[src/rtl/gpu_interval_stats_accumulator_top_defines.svh]
// ---------------------------------------------------------------------------
// Assertion macros shared by the interval statistics RTL
// ---------------------------------------------------------------------------
`ifndef GPU_INTERVAL_STATS_ACCUMULATOR_TOP_DEFINES_SVH
`define GPU_INTERVAL_STATS_ACCUMULATOR_TOP_DEFINES_SVH

`ifndef ASSERT_OFF

// ante must imply cons at the same edge
`define GIS_ASSERT_IMPLY(lbl, clk, rst_n, ante, cons, msg) \
    lbl: assert property (@(posedge clk) disable iff (!rst_n) (ante) |-> (cons)) \
        else $error(msg);

// ante must imply cons at the following edge
`define GIS_ASSERT_NEXT(lbl, clk, rst_n, ante, cons, msg) \
    lbl: assert property (@(posedge clk) disable iff (!rst_n) (ante) |=> (cons)) \
        else $error(msg);

`else

`define GIS_ASSERT_IMPLY(lbl, clk, rst_n, ante, cons, msg)
`define GIS_ASSERT_NEXT(lbl, clk, rst_n, ante, cons, msg)

`endif

`endif

[src/rtl/gis_pkg.sv]
// ---------------------------------------------------------------------------
// gis_pkg
// Types and constants of the GPU interval statistics accumulator.
// ---------------------------------------------------------------------------
package gis_pkg;

    localparam int TICK_W = 64;
    localparam int STAT_W = 2;

    typedef logic [TICK_W-1:0] t_tick;

    typedef enum logic [STAT_W-1:0] {
        ST_OK         = 2'd0,
        ST_NOT_NESTED = 2'd1,
        ST_OVERFLOW   = 2'd2
    } t_status;

    // one checked sample on its way to the accumulator
    typedef struct packed {
        logic  nested;
        t_tick frame_dur;
        t_tick pass_dur;
    } t_sample;

endpackage

[src/rtl/gis_front.sv]
// ---------------------------------------------------------------------------
// gis_front
// Input register, nesting check and duration subtract, with a sample register.
// ---------------------------------------------------------------------------
`include "gpu_interval_stats_accumulator_top_defines.svh"

module gis_front (
    input  logic             i_clk,
    input  logic             i_rst_n,
    input  logic             i_in_valid,
    output logic             o_in_ready,
    input  gis_pkg::t_tick   i_frame_start_time,
    input  gis_pkg::t_tick   i_pass_start_time,
    input  gis_pkg::t_tick   i_pass_stop_time,
    input  gis_pkg::t_tick   i_frame_stop_time,
    output logic             o_smp_valid,
    output gis_pkg::t_sample o_smp,
    input  logic             i_dn_ready
);
    import gis_pkg::*;

    logic    r_ts_valid;
    logic    r_smp_valid;
    t_tick   r_fb, r_pb, r_pe, r_fe;
    t_sample r_smp;
    t_sample n_smp;
    logic    ts_ready;
    logic    smp_ready;

    assign smp_ready  = !r_smp_valid || i_dn_ready;
    assign ts_ready   = !r_ts_valid || smp_ready;
    assign o_in_ready = ts_ready;

    always_comb begin
        n_smp.nested    = (r_fb <= r_pb) && (r_pb <= r_pe) && (r_pe <= r_fe);
        n_smp.frame_dur = r_fe - r_fb;
        n_smp.pass_dur  = r_pe - r_pb;
    end

    always_ff @(posedge i_clk) begin
        if (!i_rst_n) begin
            r_ts_valid  <= 1'b0;
            r_smp_valid <= 1'b0;
        end else begin
            if (ts_ready) begin
                r_ts_valid <= i_in_valid;
            end
            if (smp_ready) begin
                r_smp_valid <= r_ts_valid;
            end
        end
    end

    always_ff @(posedge i_clk) begin
        if (ts_ready && i_in_valid) begin
            r_fb <= i_frame_start_time;
            r_pb <= i_pass_start_time;
            r_pe <= i_pass_stop_time;
            r_fe <= i_frame_stop_time;
        end
        if (smp_ready && r_ts_valid) begin
            r_smp <= n_smp;
        end
    end

    assign o_smp_valid = r_smp_valid;
    assign o_smp       = r_smp;

    // a nested pass can never outlast its frame
    `GIS_ASSERT_IMPLY(a_pass_within_frame, i_clk, i_rst_n,
        r_smp_valid && r_smp.nested, r_smp.pass_dur <= r_smp.frame_dur,
        "pass duration exceeds frame duration")

endmodule

[src/rtl/gis_accum.sv]
// ---------------------------------------------------------------------------
// gis_accum
// Overflow check, running statistics and the result register.
// ---------------------------------------------------------------------------
`include "gpu_interval_stats_accumulator_top_defines.svh"

module gis_accum (
    input  logic                      i_clk,
    input  logic                      i_rst_n,
    input  logic                      i_smp_valid,
    input  gis_pkg::t_sample          i_smp,
    output logic                      o_smp_ready,
    output logic                      o_out_valid,
    input  logic                      i_out_stall,
    output logic [gis_pkg::STAT_W-1:0] o_status,
    output gis_pkg::t_tick            o_frame_duration,
    output gis_pkg::t_tick            o_pass_duration,
    output gis_pkg::t_tick            o_samples_taken,
    output gis_pkg::t_tick            o_frame_sum,
    output gis_pkg::t_tick            o_frame_least,
    output gis_pkg::t_tick            o_frame_most,
    output gis_pkg::t_tick            o_pass_sum,
    output gis_pkg::t_tick            o_pass_least,
    output gis_pkg::t_tick            o_pass_most
);
    import gis_pkg::*;

    // running statistics; they only move when a result is loaded, so they
    // double as the statistics half of the result register
    t_tick   r_count, r_ftot, r_fmin, r_fmax, r_ptot, r_pmin, r_pmax;
    logic    r_out_valid;
    t_status r_status;
    t_tick   r_fdur, r_pdur;

    logic [TICK_W:0] frame_add;
    logic [TICK_W:0] pass_add;
    logic            ovf;
    logic            out_ready;
    logic            take;
    logic            upd;
    t_status         n_status;

    assign out_ready   = !r_out_valid || !i_out_stall;
    assign take        = i_smp_valid && out_ready;
    assign o_smp_ready = out_ready;

    always_comb begin
        frame_add = {1'b0, r_ftot} + {1'b0, i_smp.frame_dur};
        pass_add  = {1'b0, r_ptot} + {1'b0, i_smp.pass_dur};
        ovf       = (&r_count) || frame_add[TICK_W] || pass_add[TICK_W];
        if (!i_smp.nested) begin
            n_status = ST_NOT_NESTED;
        end else if (ovf) begin
            n_status = ST_OVERFLOW;
        end else begin
            n_status = ST_OK;
        end
        upd = take && (n_status == ST_OK);
    end

    always_ff @(posedge i_clk) begin
        if (!i_rst_n) begin
            r_out_valid <= 1'b0;
            r_count     <= '0;
            r_ftot      <= '0;
            r_fmin      <= '0;
            r_fmax      <= '0;
            r_ptot      <= '0;
            r_pmin      <= '0;
            r_pmax      <= '0;
        end else begin
            if (out_ready) begin
                r_out_valid <= i_smp_valid;
            end
            if (upd) begin
                r_count <= r_count + t_tick'(1);
                r_ftot  <= frame_add[TICK_W-1:0];
                r_ptot  <= pass_add[TICK_W-1:0];
                // first sample seeds the minimums directly
                if (r_count == '0 || i_smp.frame_dur < r_fmin) begin
                    r_fmin <= i_smp.frame_dur;
                end
                if (r_count == '0 || i_smp.pass_dur < r_pmin) begin
                    r_pmin <= i_smp.pass_dur;
                end
                if (i_smp.frame_dur > r_fmax) begin
                    r_fmax <= i_smp.frame_dur;
                end
                if (i_smp.pass_dur > r_pmax) begin
                    r_pmax <= i_smp.pass_dur;
                end
            end
        end
    end

    always_ff @(posedge i_clk) begin
        if (take) begin
            r_status <= n_status;
            r_fdur   <= (n_status == ST_OK) ? i_smp.frame_dur : '0;
            r_pdur   <= (n_status == ST_OK) ? i_smp.pass_dur : '0;
        end
    end

    assign o_out_valid      = r_out_valid;
    assign o_status         = r_status;
    assign o_frame_duration = r_fdur;
    assign o_pass_duration  = r_pdur;
    assign o_samples_taken  = r_count;
    assign o_frame_sum      = r_ftot;
    assign o_frame_least    = r_fmin;
    assign o_frame_most     = r_fmax;
    assign o_pass_sum       = r_ptot;
    assign o_pass_least     = r_pmin;
    assign o_pass_most      = r_pmax;

    `GIS_ASSERT_IMPLY(a_empty_stats, i_clk, i_rst_n,
        r_count == '0,
        r_ftot == '0 && r_ptot == '0 && r_fmin == '0 && r_fmax == '0 &&
        r_pmin == '0 && r_pmax == '0,
        "statistics nonzero with no accepted sample")

    `GIS_ASSERT_IMPLY(a_min_le_max, i_clk, i_rst_n,
        r_count != '0, r_fmin <= r_fmax && r_pmin <= r_pmax,
        "minimum above maximum")

    `GIS_ASSERT_IMPLY(a_err_zero_dur, i_clk, i_rst_n,
        r_out_valid && r_status != ST_OK, r_fdur == '0 && r_pdur == '0,
        "rejected request reports nonzero duration")

    `GIS_ASSERT_NEXT(a_stall_holds_stats, i_clk, i_rst_n,
        r_out_valid && i_out_stall, $stable(r_count) && $stable(r_ftot) && $stable(r_ptot),
        "statistics moved under a stalled result")

endmodule

[src/rtl/gpu_interval_stats_accumulator_top.sv]
// ---------------------------------------------------------------------------
// gpu_interval_stats_accumulator_top
// Running count, sum, min and max of GPU frame and pass durations.
// ---------------------------------------------------------------------------
// Usage:
//   Input channel: one request per frame carries four 64-bit timestamps
//   (frame begin, pass begin, pass end, frame end). A request is taken on a
//   rising edge with i_in_valid high and o_in_stall low.
//   Output channel: exactly one result per request, taken on a rising edge
//   with o_out_valid high and i_out_stall low. The result carries a status
//   (ok, not nested, would overflow), the two durations (zero unless ok) and
//   the running statistics after that request.
//   Path: a request passes the input register, the sample register and the
//   result register in that order; i_out_stall can hold it in any of them.
//   Throughput: one request per cycle while the result side does not stall;
//   the running statistics close their loop through one 65-bit add per total.
//   Stall: i_out_stall holds the result and the statistics; the two front
//   registers still fill, after which o_in_stall rises in the same cycle.
//   Reset (i_rst_n low, synchronous): pipeline emptied, count, totals,
//   minimums and maximums cleared to zero.
// ---------------------------------------------------------------------------
module gpu_interval_stats_accumulator_top (
    input  logic                       i_clk,
    input  logic                       i_rst_n,
    input  logic                       i_in_valid,
    output logic                       o_in_stall,
    input  gis_pkg::t_tick             i_frame_start_time,
    input  gis_pkg::t_tick             i_pass_start_time,
    input  gis_pkg::t_tick             i_pass_stop_time,
    input  gis_pkg::t_tick             i_frame_stop_time,
    output logic                       o_out_valid,
    input  logic                       i_out_stall,
    output logic [gis_pkg::STAT_W-1:0] o_status,
    output gis_pkg::t_tick             o_frame_duration,
    output gis_pkg::t_tick             o_pass_duration,
    output gis_pkg::t_tick             o_samples_taken,
    output gis_pkg::t_tick             o_frame_sum,
    output gis_pkg::t_tick             o_frame_least,
    output gis_pkg::t_tick             o_frame_most,
    output gis_pkg::t_tick             o_pass_sum,
    output gis_pkg::t_tick             o_pass_least,
    output gis_pkg::t_tick             o_pass_most
);
    import gis_pkg::*;

    logic    in_ready;
    logic    smp_valid;
    logic    smp_ready;
    t_sample smp;

    // stall is the inverse of the front's ready chain
    assign o_in_stall = !in_ready;

    // nesting check and durations
    gis_front u_front (
        .i_clk              (i_clk),
        .i_rst_n            (i_rst_n),
        .i_in_valid         (i_in_valid),
        .o_in_ready         (in_ready),
        .i_frame_start_time (i_frame_start_time),
        .i_pass_start_time  (i_pass_start_time),
        .i_pass_stop_time   (i_pass_stop_time),
        .i_frame_stop_time  (i_frame_stop_time),
        .o_smp_valid        (smp_valid),
        .o_smp              (smp),
        .i_dn_ready         (smp_ready)
    );

    // overflow check, statistics update, result register
    gis_accum u_accum (
        .i_clk            (i_clk),
        .i_rst_n          (i_rst_n),
        .i_smp_valid      (smp_valid),
        .i_smp            (smp),
        .o_smp_ready      (smp_ready),
        .o_out_valid      (o_out_valid),
        .i_out_stall      (i_out_stall),
        .o_status         (o_status),
        .o_frame_duration (o_frame_duration),
        .o_pass_duration  (o_pass_duration),
        .o_samples_taken  (o_samples_taken),
        .o_frame_sum      (o_frame_sum),
        .o_frame_least    (o_frame_least),
        .o_frame_most     (o_frame_most),
        .o_pass_sum       (o_pass_sum),
        .o_pass_least     (o_pass_least),
        .o_pass_most      (o_pass_most)
    );

endmodule

[config.mk]
export PLATFORM = sky130hd
export DESIGN_NAME = gpu_interval_stats_accumulator_top
export DESIGN_NICKNAME = d
export VERILOG_FILES = /design/src/rtl/gis_pkg.sv /design/src/rtl/gis_front.sv /design/src/rtl/gis_accum.sv /design/src/rtl/gpu_interval_stats_accumulator_top.sv
export VERILOG_INCLUDE_DIRS = /design/src /design/src/rtl
export SDC_FILE = /design/constraint.sdc
export NUM_CORES = 2
export LEC_CHECK = 0
export BUFFER_PORTS_ARGS = -buffer_cell sky130_fd_sc_hd__buf_2
export CORE_MARGIN = 10
export CORE_UTILIZATION = 59
export DETAILED_ROUTE_END_ITERATION = 10
export PLACE_DENSITY = 0.87
export REMOVE_ABC_BUFFERS = 1
export SYNTH_ARGS = -nofsm -noshare
export SYNTH_HDL_FRONTEND = slang
export SYNTH_SLANG_ARGS = --single-unit
[constraint.sdc]
create_clock -name i_clk -period 17.6 [get_ports i_clk]
set_input_delay 0.88 -clock i_clk [delete_from_list [all_inputs] [get_ports i_clk]]
set_output_delay 0.88 -clock i_clk [all_outputs]
set_load 0.02 [all_outputs]
* After elaboration in Yosys (flattened, before gate mapping)
Cells that the tools add are included.
Word-level totals: bits in registers 966, bits of input ports 260, output and inout port bits 580, word-level logic and storage cells 59
Operators by class: add/subtract/negate cells 5, order comparisons 7, muxes and demuxes 2, reduce and logical (&&, ||, !) cells 25
Operators with widths (number):
- $le A64 B64 Y1 | 3
- $add A64 B64 Y65 | 2
- $gt A64 B64 Y1 | 2
- $lt A64 B64 Y1 | 2
- $sub A64 B64 Y64 | 2
- $add A64 B1 Y64 const B | 1
- $logic_not A64 Y1 | 1
- $reduce_and A64 Y1 | 1
- $reduce_and A2 Y1 | 4
- $logic_or A1 B1 Y1 | 7
- $logic_and A1 B1 Y1 | 6
- $logic_not A1 Y1 | 5
- $mux W2 | 2
- $logic_not A2 Y1 | 1

* Depth between registers and ports, before layout
word-level depth 8, gate-level depth with buffers 17, depth with buffers taken out 14

* Cells and area by module
A second synthesis with hierarchy kept.
Unflattened totals: cell total of the unflattened synthesis 6235, area total of the unflattened synthesis 58899.0 µm²
By module, submodules not included:
- gis_accum | times used 1, cells each 4230, area an instance 36437.4 µm², seq. area each 12892.4 µm²
- gis_front | times used 1, cells each 2004, area an instance 22457.8 µm², seq. area each 11601.1 µm²
- gpu_interval_stats_accumulator_top | times used 1, cells each 1, area an instance 3.8 µm², seq. area each 0.0 µm²

* Worst setup path after synthesis
Ideal clock, no wire load.
kind input port to flip-flop, start input i_out_stall, end register u_front.r_fb[0] (enable), setup time 0.902 ns, arrival 12.495 ns, required time 16.698 ns, setup slack 4.203 ns, stages on the path 3, path buffers 0, cells stage by stage and3_1 > and2_1 > nor2b_1
Between the ends: word-level cells in the longest chain between the ends 5
RTL lines:
- start: declaration | RTL line gpu_interval_stats_accumulator_top.sv:32 | input logic i_out_stall,
- $logic_not A1 Y1 | RTL line gis_accum.sv:43 | assign out_ready = !r_out_valid || !i_out_stall;
- $logic_or A1 B1 Y1 | RTL line gis_accum.sv:43
- $logic_or A1 B1 Y1 | RTL line gis_front.sv:30 | assign smp_ready = !r_smp_valid || i_dn_ready;
- $logic_or A1 B1 Y1 | RTL line gis_front.sv:31 | assign ts_ready = !r_ts_valid || smp_ready;
- $logic_and A1 B1 Y1 | RTL line gis_front.sv:55 | if (ts_ready && i_in_valid) begin
- end signal: assignment | RTL line gis_front.sv:56 | r_fb <= i_frame_start_time;
- end: declaration | RTL line gis_front.sv:24 | t_tick r_fb, r_pb, r_pe, r_fe;
No other way between the ends. A chain may end at the register's enable or synchronous reset.

* Worst setup path in the final report
start register u_front.r_smp (netlist bit u_front.o_smp[64]), end register u_accum.r_ptot[54] (netlist: u_accum.o_pass_sum[54])
Between the ends: word-level cells in the longest chain between the ends 7
RTL lines:
- start: declaration | RTL line gis_front.sv:25 | t_sample r_smp;
- start signal: assignment | RTL line gis_front.sv:62 | r_smp <= n_smp;
- $add A64 B64 Y65 | RTL line gis_accum.sv:48 | frame_add = {1'b0, r_ftot} + {1'b0, i_smp.frame_dur};
- $logic_or A1 B1 Y1 (2 in a row) | RTL line gis_accum.sv:50 | ovf = (&r_count) || frame_add[TICK_W] || pass_add[TICK_W];
- $mux W2 | RTL line gis_accum.sv:53 | end else if (ovf) begin
- $mux W2 | RTL line gis_accum.sv:51 | if (!i_smp.nested) begin
- $logic_not A2 Y1 | RTL line gis_accum.sv:58 | upd = take && (n_status == ST_OK);
- $logic_and A1 B1 Y1 | RTL line gis_accum.sv:58
- end signal: assignment | RTL line gis_accum.sv:78 | r_ptot <= pass_add[TICK_W-1:0];
- end: declaration | RTL line gis_accum.sv:30 | t_tick r_count, r_ftot, r_fmin, r_fmax, r_ptot, r_pmin, r_pmax;
No other way between the ends.

==> key figures <==
Yosys
  • Synthesized area: 58000 sq um
  • FFs w/ async S/R, synth: 0
  • Synth area leaders: edfxtp_1 (27%), dfxtp_1 (16%), ha_1 (14%)
  • Number of distinct library cells after synthesis: 98
  • Warnings, synthesis: 0
  • Syn Inst Count: 6076
  • Cell taking the most area after synthesis: edfxtp_1
  • Share of the synthesized area in the top cell type: 0.267
  • Register area share after synthesis: 0.422
  • Syn avg cell area: 9.55 sq um
  • Top FF cell, synth: edfxtp_1
  • Seq cells post-synth: 966
  • Post-synth EDFFs: 515

Setup path
  • RR Startpoint: u_front.o_smp[64]$_DFFE_PP_
  • Worst path slowest cell: nor2_4
  • Critical Path Start: u_front.o_smp[64]$_DFFE_PP_
  • Most used cell, CP: buf_4
  • Arrival time worst endpoint: 6.57 ns
  • Req. time, crit path: 18.22 ns
  • Reg2Reg Setup Slack: 11.65 ns
  • Setup crit end kind: register
  • Worst Path Max Fanout: 61
  • R2R Path End: u_accum.o_pass_sum[54]$_SDFFE_PN0P_
  • Crit-path max cell delay: 0.84 ns
  • Crit path kind: register to register
  • Cells along the critical path: ha_1, fa_1, a211oi_1, o21ai_0, nand3_1, nand3b_1, a21oi_1, nor3_1, a41oi_2, nand3_2, buf_4, nor2_4, buf_4, nand2_1, o31ai_1
  • Startpoint types: register
  • Worst R2R Path Depth: 15

Floorplan
  • Die Y: 334 um
  • Die area: 111000 sq um
  • Initial Util: 0.597
  • I/O Pins: 840
  • Chip Width: 334 um
  • Core ar.: 97100 sq um
  • Cell Rows: 114

Detailed routing
  • DRC viols: 0
  • Via density: 6.26
  • Post-DRT Antenna Nets: 0
  • Iteration-0 DRC Markers: 5786
  • Via count: 51100
  • WL/cell: 25.9 um
  • Initial DRT Pass Iterations: 5
  • Routed Wire Length: 211000 um

Timing
  • Setup violations, final: 0
  • Final Hold Viols: 0
  • Tcrit/Tclk final: 0.338
  • Final Worst Setup Slack: 11.65 ns
  • Headroom to the max-slew limit: 0.123
  • Fmax: 168 MHz
  • Setup total negative slack: 0 ns
  • Skew final: 0.0366 ns
  • Fin crit period: 5.95 ns
  • RSZ-0062 raised after global routing: false
  • Worst-Margin Slew: 1.30 ns
  • Fin. max-slew vios: 0

Pwr
  • Leakage Power: 29.3 nW
  • Pwr/cell area: 96.6 nW/um^2
  • Worst vdd ir: 0.0939 mV

Placed design
  • Routability congestion estimate: 1.00
  • Detail Placement HPWL: 166000 um
  • Setup WS pre-CTS: 11.73 ns
  • Cell count after placement: 7967
  • PortBufs: 839

CTS
  • Clock buffer count from CTS: 102
  • Clock-pin slew on the worst setup and hold paths: 0.06 ns
  • Worst-Skew Late Latency: 0.72 ns
  • H-tree Lvls: 3
  • TritonCTS clock tree: built
  • CTS Hold Buffers Added: 0
  • Setup Fix Bufs, Post-CTS: 0
  • Resized Gates After CTS: 0
  • Num Clock Sinks: 966
  • CTS max path bufs: 3
  • Clk root buf: clkbuf_16

Global route
  • Grt total ovfl: 0
  • Largest net degree at the start of global routing: 145
  • GRT Util Overall: 0.363
  • Initial antenna violation count: 21
  • First-pass GRT wire length: 310000 um
  • Vias in the first global route: 49400

Job
  • Max Cap Viol: 0

Min path
  • Worst Hold End: u_front.r_pb[42]$_DFFE_PP_
  • Worst Hold Depth: 1
  • Hold path start: i_pass_start_time[42]
  • Hold Path Class: primary input to register

Layout
  • Layout cells sized above 1: 0.159
  • Fin util: 0.683
  • Synth-to-layout area growth: 14.4%
  • Nets@finish: 7698
  • Final cell count without fillers: 8168

Outcome
  • Outcome: completed
how the worst max path moves through the flow:
stage | to | slack (ns) | depth (start not counted)
3_5_place_dp | u_accum.o_pass_sum[54]$_SDFFE_PN0P_ | 11.73 | 15
4_1_cts | u_accum.o_pass_sum[54]$_SDFFE_PN0P_ | 11.67 | 15
5_1_grt | u_accum.o_pass_sum[54]$_SDFFE_PN0P_ | 11.27 | 15
2_1_floorplan | u_accum.o_frame_most[0]$_SDFFE_PN0P_ | 1.69 | 6
6_report | u_accum.o_pass_sum[54]$_SDFFE_PN0P_ | 11.65 | 15
3_3_place_gp | u_accum.o_pass_sum[54]$_SDFFE_PN0P_ | 11.90 | 15
where the power goes:
part	switching, W	total, W	internal (W)	leakage (nW)
combinational	0.000940	0.00147	0.000526	19.0
sequential	0.000161	0.00271	0.00255	8.58
clock	0.000943	0.00224	0.00130	1.72
placed cells by master, fill, tap and decap left out, types with 16 or more instances in the layout:
master	Yosys	routed
and2_1	19	18
o21bai_1	55	55
clkinv_2	0	18
nand4_1	159	159
buf_2	36	839
a21oi_1	584	583
o31ai_1	18	18
a211oi_1	27	27
nor3_1	44	44
and4_1	18	18
nand2b_1	56	56
inv_1	525	525
clkbuf_16	0	108
nor2b_1	69	67
ha_1	639	639
buf_4	33	31
xor2_1	93	93
clkbuf_1	159	24
xnor2_1	155	155
o21ai_1	18	18
a31oi_1	36	36
nand3_1	170	170
clkbuf_8	0	16
nor2_1	406	405
o21a_1	39	39
and3_1	174	173
dfxtp_1	451	451
a21o_1	304	303
nor4_1	55	53
nand2_1	438	438
o21ai_0	280	280
edfxtp_1	515	515
or3_1	39	39
mux2i_1	203	203
or4_1	17	17
Yosys cell counts (all sizes together), types with 155 or more instances:
master / number
ha: 639
o21ai: 298
nand3: 171
clkbuf: 164
a21oi: 586
dfxtp: 451
mux2i: 203
a21o: 304
edfxtp: 515
inv: 526
nor2: 407
and3: 175
xnor2: 155
nand2: 440
nand4: 162
critical path, delay by kind of cell (launching register included):
family                   cells  cell delay, ns
buffers and inverters        2            1.08
AO/OA/AOI/OAI                5            1.65
adder cells (fa/ha/maj)      2            0.68
flip-flops                   1            0.45
AND/OR/NAND/NOR              6            1.99
logic make-up (layout without fill, tap and decap cells):
logic type	after synthesis	after routing	share of synthesized area
AND/OR/NAND/NOR	1710	1710	0.147
AO/OA/AOI/OAI	1525	1525	0.163
flip-flops	966	966	0.422
buffers and inverters	781	1588	0.0555
adder cells (fa/ha/maj)	643	643	0.139
XOR/XNOR	248	248	0.0374
multiplexers	203	203	0.0350
other	0	9	0
per-stage QoR:
stage,hold WS [ns],power [W],instance area [sq um]
CTS,0.303,0.00638,66300
global route,0.327,0.00665,66400
global placement,0.455,0.00412,62900
detailed placement,0.461,0.00416,62900
floorplan,0.446,0.00363,56800
finish,0.342,0.00641,66400
per-layer routing:
layer | up-vias | track usage | wire length [um]
met5 | - | 0 | 0
met4 | 0 | 0.215 | 14800
met3 | 587 | 0.0858 | 23900
met2 | 2884 | 0.551 | 90600
met1 | 24200 | 0.470 | 82100
li1 | 23400 | - | -
registers in the layout (all words and copies together), names as in the netlist, 64 cells and up:
register                  flops
u_front.r_pb                 64
u_accum.o_pass_duration      64
u_front.r_fb                 64
u_front.o_smp               129
u_accum.o_pass_most          64
u_front.r_fe                 64
u_accum.o_pass_least         64
u_accum.o_frame_sum          64
u_accum.o_frame_duration     64
u_accum.o_samples_taken      64
u_front.r_pe                 64
u_accum.o_frame_most         64
u_accum.o_frame_least        64
u_accum.o_pass_sum           64
area by class of cell:
cell class / count / area, sq um
Sequential cell: 966 / 24500
Clock buffer: 148 / 3010
Multi-Input combinational cell: 4329 / 30400
Inverter: 526 / 1980
Clock inverter: 44 / 470
Tap cell: 1276 / 1600
Antenna cell: 9 / 22.5
Fill cell: 7591 / 30800
Timing Repair Buffer: 870 / 4430
(Power assumes the default switching activity.)
